### config.mk
export PLATFORM = sky130hd
export DESIGN_NAME = ajet_ctrl
export DESIGN_NICKNAME = d
export VERILOG_FILES = /design/src/rtl/core/ajet_pkg.sv /design/src/rtl/core/ajet_ctrl.sv
export SDC_FILE = /design/constraint.sdc
export NUM_CORES = 1
export LEC_CHECK = 0
export ABC_AREA = 1
export BUFFER_PORTS_ARGS = -buffer_cell sky130_fd_sc_hd__buf_2
export CAP_MARGIN = 10
export CORE_AREA = 2 2 39 41
export CTS_CLUSTER_DIAMETER = 80
export DETAILED_ROUTE_END_ITERATION = 7
export DIE_AREA = 0 0 41 43
export GPL_TIMING_DRIVEN = 0
export HOLD_SLACK_MARGIN = 0.1
export SYNTH_ARGS = -nofsm -noshare
export SYNTH_HDL_FRONTEND = slang
export SYNTH_SLANG_ARGS = --single-unit
### constraint.sdc
create_clock -name clock -period 1.05 [get_ports clock]
set_input_delay 0.1575 -clock clock [delete_from_list [all_inputs] [get_ports clock]]
set_output_delay 0.1575 -clock clock [all_outputs]
set_load 0.005 [all_outputs]
### src/rtl/core/ajet_pkg.sv
package ajet_pkg;

   localparam int unsigned CoordWidth = 10;
   localparam int unsigned CountWidth = 10;
   localparam int unsigned DataWidth  = 32;
   localparam int unsigned IndexWidth = 3;

   // Register indexes on the configuration port
   localparam logic [IndexWidth-1:0] REG_PIXEL_STEP = 3'd0;
   localparam logic [IndexWidth-1:0] REG_ORIGIN_RE  = 3'd1;
   localparam logic [IndexWidth-1:0] REG_ORIGIN_IM  = 3'd2;
   localparam logic [IndexWidth-1:0] REG_C_RE       = 3'd3;
   localparam logic [IndexWidth-1:0] REG_C_IM       = 3'd4;
   localparam logic [IndexWidth-1:0] REG_ITER_LIMIT = 3'd5;

   // Register reset values
   localparam logic [30:0] RST_PIXEL_STEP = 31'd191740;
   localparam logic [31:0] RST_ORIGIN_RE  = 32'hF800_0000;
   localparam logic [31:0] RST_ORIGIN_IM  = 32'hFA00_0000;
   localparam logic [31:0] RST_C_RE       = 32'd19126026;
   localparam logic [31:0] RST_C_IM       = 32'd671089;
   localparam logic [9:0]  RST_ITER_LIMIT = 10'd140;

   typedef struct packed {
      logic [30:0] pixel_step;
      logic [31:0] origin_re;
      logic [31:0] origin_im;
      logic [31:0] c_re;
      logic [31:0] c_im;
      logic [9:0]  iter_limit;
   } cfg_type;

   typedef struct packed {
      logic load;   // capture the coordinate
      logic init;   // form the start point, clear the count
      logic mul;    // register the three products
      logic step;   // take the next point, advance the count
   } cmd_type;

   typedef struct packed {
      logic finish;  // escaped or at the limit
   } sts_type;

   typedef enum logic [2:0] {
      ST_IDLE,
      ST_INIT,
      ST_MUL,
      ST_TEST,
      ST_RESP
   } state_type;

   function automatic logic signed [31:0] sat32(input logic signed [63:0] v);
      logic signed [31:0] r;
      if (v > 64'sd2147483647) begin
         r = 32'sh7FFF_FFFF;
      end else if (v < -64'sd2147483648) begin
         r = 32'sh8000_0000;
      end else begin
         r = v[31:0];
      end
      return r;
   endfunction

   function automatic logic signed [31:0] abs_sat(input logic signed [31:0] v);
      logic signed [31:0] r;
      if (!v[31]) begin
         r = v;
      end else if (v == 32'sh8000_0000) begin
         r = 32'sh7FFF_FFFF;
      end else begin
         r = -v;
      end
      return r;
   endfunction

endpackage

### src/rtl/core/ajet_ctrl.sv
module ajet_ctrl (
   input  logic              clock,
   input  logic              reset,
   input  logic              start,
   input  ajet_pkg::sts_type sts,
   output ajet_pkg::cmd_type cmd,
   output logic              busy,
   output logic              rsp_valid
);

   ajet_pkg::state_type state_ff;
   ajet_pkg::state_type state_in;

   always_ff @(posedge clock) begin
      if (reset) begin
         state_ff <= ajet_pkg::ST_IDLE;
      end else begin
         state_ff <= state_in;
      end
   end

   always_comb begin
      state_in  = state_ff;
      cmd       = '0;
      busy      = 1'b1;
      rsp_valid = 1'b0;
      unique case (state_ff)
         ajet_pkg::ST_IDLE: begin
            busy = 1'b0;
            if (start) begin
               cmd.load = 1'b1;
               state_in = ajet_pkg::ST_INIT;
            end
         end
         ajet_pkg::ST_INIT: begin
            cmd.init = 1'b1;
            state_in = ajet_pkg::ST_MUL;
         end
         ajet_pkg::ST_MUL: begin
            cmd.mul  = 1'b1;
            state_in = ajet_pkg::ST_TEST;
         end
         ajet_pkg::ST_TEST: begin
            if (sts.finish) begin
               state_in = ajet_pkg::ST_RESP;
            end else begin
               cmd.step = 1'b1;
               state_in = ajet_pkg::ST_MUL;
            end
         end
         ajet_pkg::ST_RESP: begin
            rsp_valid = 1'b1;
            state_in  = ajet_pkg::ST_IDLE;
         end
         default: begin
            state_in = ajet_pkg::ST_IDLE;
         end
      endcase
   end

endmodule

[Word level (Yosys, flattened, before mapping)]
Cells that the tools add are included.
Word-level totals
  input bits: 4
  logic and storage cells: 18
  register bits: 3
  output and inout port bits: 6
Operators by class
  reduce and logical (&&, ||, !) cells: 1
  mux-type cells: 11
  eq/ne operators: 5
Operators with widths (number)
  $pmux W3 S4: 1
  $mux W1: 8
  $eq A3 B2 Y1 const B: 2
  $mux W3: 2
  $eq A3 B1 Y1 const B: 1
  $eq A3 B3 Y1 const B: 1
  $logic_not A3 Y1: 1
  $ne A2 B2 Y1 const B: 1

[Logic depth before layout (Yosys ltp)]
Gate-level depths: netlist (run 1).
  depth after elaboration: 2
  gate-level depth with buffers: 5
  mapped depth without buffers: 5

[Least setup slack after synthesis (run 1)]
Ideal clock, no wire load.
  path kind: register to output
  from: reg state_ff[0]
  to: out cmd[3] (netlist bit)
  cell stages (with the launch flop): 4
  arrival time: 0.666 ns
  required time: 0.892 ns
  path buffers: 0
  path slack: 0.226 ns
  path through: dfxtp_1 -> nor2_1 -> nand2_1 -> nor2_1
RTL lines
  start: declaration: line ajet_ctrl.sv:11  | ajet_pkg::state_type state_ff;
  start signal: assignment: line ajet_ctrl.sv:16  | state_ff <= ajet_pkg::ST_IDLE;
  start signal: assignment: line ajet_ctrl.sv:18  | state_ff <= state_in;
  end: declaration: line ajet_ctrl.sv:6  | output ajet_pkg::cmd_type cmd,

==> results.json, run 1 <==
{
  "layoutNonFillerInstCount": 52,
  "antenna_found_initial": 0,
  "place_ws_ns": 0.127,
  "rows": 14,
  "tritoncts": "yes",
  "synth_top_cell_by_area": "dfxtp_1",
  "synth_edf_count": 0,
  "first_global_vias": 177,
  "synth_cells": 23,
  "ys_warn_count": 0,
  "setup_slack_ns": -0.0611,
  "multi_input_area_sq_um": 81.3,
  "die_y_um": 43,
  "start_util_pct": 10.8,
  "grt_first_pass_wirelength_um": 634,
  "die_area_sq_mm": 0.00176,
  "synth-seq-cells": 3,
  "crit_path_end_kind": "primary output",
  "netlist_top_cells_count": "nor2_1, inv_1, dfxtp_1, nand2_1",
  "synthArstFlopShare_pct": 0,
  "vias_per_cell": 3.50,
  "cts_max_level": 1,
  "numCtsBuffers": 3,
  "slew_headroom_pct": 89.8,
  "reg.largest.list": "state_ff (3)",
  "post_cts_buffers": 0,
  "fin_worst_skew_ns": 0.000844,
  "post-dp-hpwl_um": 268,
  "area_delta_synth_final_pct": 75.0,
  "cts.sinks": 3,
  "crit_path_max_fanout": 5,
  "drt-pass1-iter-count": 1,
  "wl_per_cell_um": 7.19,
  "synth_area_leaders": "dfxtp_1, nor2_1, inv_1",
  "yosysSeqAreaShare_pct": 40.0,
  "clk_latency_ns": 0.23,
  "fin_util_pct": 19.0,
  "grt_overflow": 0,
  "status": "finished, violations left",
  "timing.final.crit_period_ns": 1.11,
  "setup_viol": 4,
  "ios": 10,
  "nFillCells": 169,
  "drt_wl_total_um": 374,
  "diodes": 0,
  "fin_crit_sh_pct": 106,
  "ant_nets": 0,
  "largest_register": "state_ff",
  "cts_max_path_buffers": 2,
  "powerDensity_mw_per_mm2": 1520,
  "fin_nets": 41,
  "clk_pin_slew_ns": 0.04,
  "grt_max_degree": 7,
  "final-hold-violation-count": 0,
  "syn_area_per_cell_sq_um": 6.53,
  "regArea_sq_um": 71.3,
  "rsz0062_at_grt": "true",
  "layout-drive-gt1-share_pct": 58.3,
  "placed_cells": 48,
  "core_area_sq_mm": 0.00138,
  "worst-endpoint-arrival_ns": 0.95,
  "power_leakage_uw": 0.000145,
  "yosysMostFrequentCell": "nor2_1",
  "drc": 0,
  "ys_types": 10,
  "peakVddDrop_v": 0.000310,
  "syn_nets": 27,
  "dr_total_vias": 182,
  "cts_root_buf": "clkbuf_4",
  "tightest_slew_ns": 0.152,
  "drv_cap": 0,
  "p_total_uw": 399,
  "place.gp.congestion": 0.595,
  "criticalPathCategory": "flop to primary output",
  "fmax_mhz": 900,
  "die_w_um": 41,
  "grtUsageTotal_pct": 6.32,
  "startpoint_type": "flop",
  "largest_reg_flops": 3,
  "failed_checks": "negative setup slack",
  "required_ns": 0.89,
  "syn_area_sq_um": 150,
  "hp-class": "primary input to flop",
  "first_iter_violations": 0,
  "ctsHoldBuffers": 0,
  "maxSlewViolCount": 0,
  "port_buffers": 9,
  "synth_top_area_share_pct": 40.0,
  "synthFlopType": "dfxtp_1"
}
## metrics by stage
| stage | hold slack [ns] | TNS, ns | cell area [sq um] |
|---|---|---|---|
| 6_report | 0.116 | -0.137 | 263 |
| 5_1_grt | 0.129 | -0.517 | 263 |
| 4_1_cts | 0.108 | -0.172 | 258 |
| 3_5_place_dp | 0.360 | 0 | 215 |
| 3_3_place_gp | 0.354 | 0 | 215 |
| 2_1_floorplan | 0.230 | 0 | 150 |
## layer usage
| layer | share of wire [%] | vias up | track usage (%) |
|---|---|---|---|
| li1 | - | 96 | - |
| met1 | 44 | 79 | 5.77 |
| met2 | 44 | 7 | 7.50 |
| met3 | 11 | 0 | 4.71 |
| met4 | 0 | 0 | 8.00 |
| met5 | 0 | - | 0 |
## worst paths after layout
check                                    to   startpoint  cells after the start  slack [ns]
worst max-delay path                 cmd[3]  state_ff[0]                      4       -0.06
worst min-delay path            state_ff[0]        reset                      2        0.12
worst max register to register  state_ff[1]  state_ff[0]                      5        0.22
worst min register to register  state_ff[2]  state_ff[1]                      2        0.52
## layout by cell type (no fill, tap or decap), types with 2 or more instances in the layout
cell / count
buf_2: 9
clkbuf_4: 3
dfxtp_4: 3
inv_1: 3
inv_2: 2
nand2_1: 2
nand2_2: 2
nor2_1: 5
## cells by family (layout without fill, tap and decap cells)
group	after synthesis	in the layout	share of synthesized area, %
simple gates	14	14	44.2
buf+inv	5	18	12.5
flops	3	3	40.0
compound gates	1	1	3.33
## timing repair
| action | 4_1_cts | 5_1_grt |
|---|---|---|
| setup endpoints to repair | 6 | 6 |
| pin swaps | 1 | 0 |
| gates resized for setup | 8 | 3 |
## worst max-delay path: stages (launching register included)
cell and delay, ns:
dfxtp_4 0.35, nor2_4 0.13, nand2_2 0.06, nor2_1 0.07, buf_2 0.11
## area by class of cell
type / count / share of cell area, %
clock buffers: 4 / 10.0
inverters: 5 / 7.14
multi-input cells: 15 / 31.0
flip-flops and latches: 3 / 27.1
well taps: 16 / 7.62
repair buffers: 9 / 17.1
## report_power, final
part           internal, uW  switching, uW
Sequential              121           13.6
Combinational          31.9           33.8
Clock                   142           57.2
Power figures use the tool's default switching activity.
==> inputs of run 2 (changes only) <==
PLACE_DENSITY = 0.3   (was unset)
REMOVE_ABC_BUFFERS = 1   (was unset)
SETUP_SLACK_MARGIN = 0.1   (was unset)
==> results.json, run 2 (synthesis results as in run 1) <==
{
  "status": "finished, violations left",
  "failed_checks": "negative setup slack",
  "numCtsBuffers": 3,
  "p_seq_share_pct": 33.2,
  "slew_headroom_pct": 86.4,
  "met3_usage_pct": 3.14,
  "min-delay-start": "sts",
  "r2r-end": "state_ff[0]",
  "rsz0062_at_grt": "true",
  "r2r_cells": 4,
  "reg.largest.list": "state_ff (3)",
  "final-hold-violation-count": 0,
  "regArea_sq_um": 71.3,
  "tritoncts": "yes",
  "setup_viol": 5,
  "tightest_slew_ns": 0.202,
  "largest_reg_flops": 3,
  "fin_worst_skew_ns": 0.0000585,
  "die_y_um": 43,
  "final_common_cell": "buf_2",
  "fin_crit_sh_pct": 106,
  "required_ns": 0.89,
  "layout-drive-gt1-share_pct": 60.5,
  "grt_use_met2_pct": 5.63,
  "largest_register": "state_ff",
  "rr_startpoint": "state_ff[0]",
  "ant_nets": 0,
  "area_delta_synth_final_pct": 90.0,
  "criticalPathCategory": "flop to primary output",
  "drt_wl_total_um": 421,
  "rows": 14,
  "cts_root_buf": "clkbuf_4",
  "vias_per_cell": 3.44,
  "ios": 10,
  "cts_max_path_buffers": 2,
  "crit_path_max_fanout": 5,
  "min_to": "state_ff[2]",
  "cts_max_level": 1,
  "clkPwrFrac_pct": 48.6,
  "clk_pin_slew_ns": 0.04,
  "internal-power_uw": 301,
  "first_global_vias": 167,
  "globalRouteMet1Util_pct": 7.35,
  "start_util_pct": 10.8,
  "startpoint_type": "flop",
  "place_ws_ns": 0.113,
  "hp-class": "primary input to flop",
  "comb_power_share_pct": 18.1,
  "wl_per_cell_um": 7.80,
  "drt-pass1-iter-count": 3,
  "grt_max_degree": 7,
  "r2r_slack_ns": 0.21,
  "drv_cap": 0,
  "first_iter_violations": 3,
  "place.gp.congestion": 0.615,
  "hold_depth": 3,
  "p_total_uw": 409,
  "peakVddDrop_v": 0.000392,
  "maxSlewViolCount": 0,
  "die_area_sq_mm": 0.00176,
  "nFillCells": 167,
  "core_area_sq_mm": 0.00138,
  "fin_nets": 43,
  "p_sw_uw": 108,
  "drc": 0,
  "power_leakage_uw": 0.000157,
  "antenna_found_initial": 0,
  "grt_overflow": 0,
  "crit_path_end_kind": "primary output",
  "top_usage_layer": "met1",
  "worst-endpoint-arrival_ns": 0.95,
  "grt_first_pass_wirelength_um": 607,
  "diodes": 0,
  "clk_latency_ns": 0.23,
  "powerDensity_mw_per_mm2": 1430,
  "die_w_um": 41,
  "grtUsageTotal_pct": 5.31,
  "layout_common_cells": "buf_2, nor2_1, inv_1, clkbuf_4, dfxtp_4",
  "cts.sinks": 3,
  "dr_total_vias": 186,
  "multi_input_area_sq_um": 86.3,
  "port_buffers": 9,
  "switching_share_pct": 26.4,
  "setup_slack_ns": -0.0603,
  "fmax_mhz": 901,
  "timing.final.crit_period_ns": 1.11
}
[run 2: routing by layer]
layer / routed length (um) / vias up
met5: 0 / -
met4: 0 / 0
met3: 49 / 0
met2: 168 / 10
met1: 202 / 75
li1: - / 101
[run 2: through the flow]
step	area, sq um	hold slack [ns]	setup TNS, ns	cells	util, %
after floorplan	150	0.230	0	23	-
after global placement	215	0.349	0	48	15.6
after detailed placement	215	0.349	0	48	15.6
after CTS	275	0.197	-0.201	53	19.9
after global routing	285	0.213	-0.530	54	20.6
final	285	0.201	-0.142	54	20.6
[run 2: power by group through the flow]
stage | clock [uW] | sequential, uW | combinational, uW
4_1_cts | 211 | 135 | 66.3
2_1_floorplan | 0 | 133 | 32.0
3_5_place_dp | 0 | 135 | 61.5
6_report | 199 | 136 | 74.2
5_1_grt | 225 | 138 | 84.6
3_3_place_gp | 0 | 135 | 61.3
[run 2: repair_timing]
item	in CTS	in global routing
setup buffers	0	1
hold endpoints to repair	3	0
hold buffers	1	0
gates resized for setup	9	3
pin swaps	0	1
setup endpoints to repair	6	6
[run 2: worst max-delay path: stages, from the launching register on]
cell	delay [ns]
dfxtp_4	0.36
nor2_4	0.13
nand2_2	0.06
nor2_1	0.07
buf_2	0.11
[run 2: worst max-delay path by stage]
stage / startpoint / to / slack (ns)
finish: state_ff[0] / cmd[3] / -0.06
detailed placement: state_ff[0] / cmd[3] / 0.11
global placement: state_ff[0] / cmd[3] / 0.12
CTS: state_ff[2] / cmd[3] / -0.06
global route: state_ff[0] / cmd[3] / -0.14
floorplan: state_ff[0] / cmd[3] / 0.23
[run 2: layout make-up]
class                   instances  share of cell area, %
flip-flops and latches          3                   25.0
inverters                       5                   6.58
multi-input cells              15                   30.3
repair buffers                 11                   21.9
clock buffers                   4                   9.21
well taps                      16                   7.02
==> inputs of run 3 (changes only) <==
RECOVER_POWER = 50   (was unset)
==> results.json, run 3 (synthesis results as in run 1) <==
{
  "powerDensity_mw_per_mm2": 1440,
  "setup_tns_ns": -0.142,
  "drt-pass1-iter-count": 3,
  "status": "finished, violations left",
  "criticalPathCategory": "flop to primary output",
  "worst-endpoint-arrival_ns": 0.95,
  "failed_checks": "negative setup slack",
  "maxSlewViolCount": 0,
  "cts.sinks": 3,
  "fin_area_sq_um": 284,
  "first_global_vias": 167,
  "vias_per_cell": 3.44,
  "min-delay-start": "sts",
  "startpoint_type": "flop",
  "fin_crit_sh_pct": 106,
  "place_ws_ns": 0.113,
  "area_delta_synth_final_pct": 89.2,
  "diodes": 0,
  "fin_nets": 43,
  "fmax_mhz": 901,
  "setup_viol": 5,
  "nFillCells": 165,
  "crit_path_end_kind": "primary output",
  "tritoncts": "yes",
  "peakVddDrop_v": 0.000392,
  "first_iter_violations": 3,
  "cts_max_path_buffers": 2,
  "core_area_sq_mm": 0.00138,
  "wl_per_cell_um": 7.80,
  "drc": 0,
  "layout-drive-gt1-share_pct": 57.9,
  "die_y_um": 43,
  "grtUsageTotal_pct": 5.31,
  "required_ns": 0.89,
  "drt_wl_total_um": 421,
  "rr_startpoint": "state_ff[0]",
  "rsz0062_at_grt": "true",
  "cts_root_buf": "clkbuf_4",
  "multi_input_area_sq_um": 86.3,
  "place.gp.congestion": 0.615,
  "port_buffers": 9,
  "die_area_sq_mm": 0.00176,
  "post_dp_cell_area_sq_um": 215,
  "slew_headroom_pct": 86.4,
  "clk_pin_slew_ns": 0.04,
  "reg.largest.list": "state_ff (3)",
  "timing.final.crit_period_ns": 1.11,
  "grt_max_degree": 7,
  "crit_path_max_fanout": 5,
  "tightest_slew_ns": 0.202,
  "final_common_cell": "buf_2",
  "die_w_um": 41,
  "power_leakage_uw": 0.000154,
  "fin_worst_skew_ns": 0.0000584,
  "drv_cap": 0,
  "cp-startpoint": "state_ff[0]",
  "grt_overflow": 0,
  "largest_reg_flops": 3,
  "regArea_sq_um": 71.3,
  "layout_common_cells": "buf_2, nor2_1, inv_1, clkbuf_4, dfxtp_4",
  "start_util_pct": 10.8,
  "dr_total_vias": 186,
  "antenna_found_initial": 0,
  "ios": 10,
  "hp-class": "primary input to flop",
  "fin_hold_ws_ns": 0.201,
  "cts_max_level": 1,
  "ant_nets": 0,
  "final-hold-violation-count": 0,
  "numCtsBuffers": 3,
  "setup_slack_ns": -0.0602,
  "grt_first_pass_wirelength_um": 607,
  "largest_register": "state_ff",
  "clk_latency_ns": 0.23,
  "rows": 14
}
run 3: cell types whose count changed in the layout (fill, tap and decap cells not counted), sizes merged:
cell and change:
clkbuf +1, buf -1
run 3: per-stage QoR:
step                utilization (%)  power (uW)  std cells
floorplan                         -         165         23
global placement               15.6         197         48
detailed placement             15.6         197         48
CTS                            19.9         412         53
global route                   20.5         447         54
finish                         20.5         409         54
run 3: cell type report:
type,count,area share [%]
Inverter,5,6.61
Sequential cell,3,25.1
Multi-Input combinational cell,15,30.4
Timing Repair Buffer,11,21.6
Clock buffer,4,9.25
Tap cell,16,7.05
run 3: worst max-delay path, cell delays in order (launching register included):
cell     delay, ns
dfxtp_4       0.36
nor2_4        0.13
nand2_2       0.06
nor2_1        0.07
buf_2         0.11
run 3: path summary, 6_finish.rpt:
kind	endpoint	slack, ns	depth (start not counted)
worst max-delay path	cmd[3]	-0.06	4
worst min-delay path	state_ff[2]	0.20	3
worst max register to register	state_ff[0]	0.21	4
worst min register to register	state_ff[2]	0.53	2
run 3: metal layers:
metal / track usage (%) / wire, um / up-vias
li1: - / - / 101
met4: 4.00 / 0 / 0
met5: 0 / 0 / -
met3: 3.14 / 50 / 0
met2: 5.63 / 168 / 10
met1: 7.35 / 202 / 75
run 3: repair_timing:
item	CTS	global route
resized for setup	9	3
setup buffers	0	1
endpoints found under the setup margin	6	6
endpoints found under the hold margin	3	0
hold buffers	1	0
pin swaps	0	1
run 3: where the power goes:
part	internal (uW)	total, uW	switching [uW]	leakage, uW
Sequential	121	136	15.3	0.0000267
Combinational	37.8	73.7	35.9	0.000112
Clock	142	199	56.7	0.0000150
Total	301	409	108	0.000154
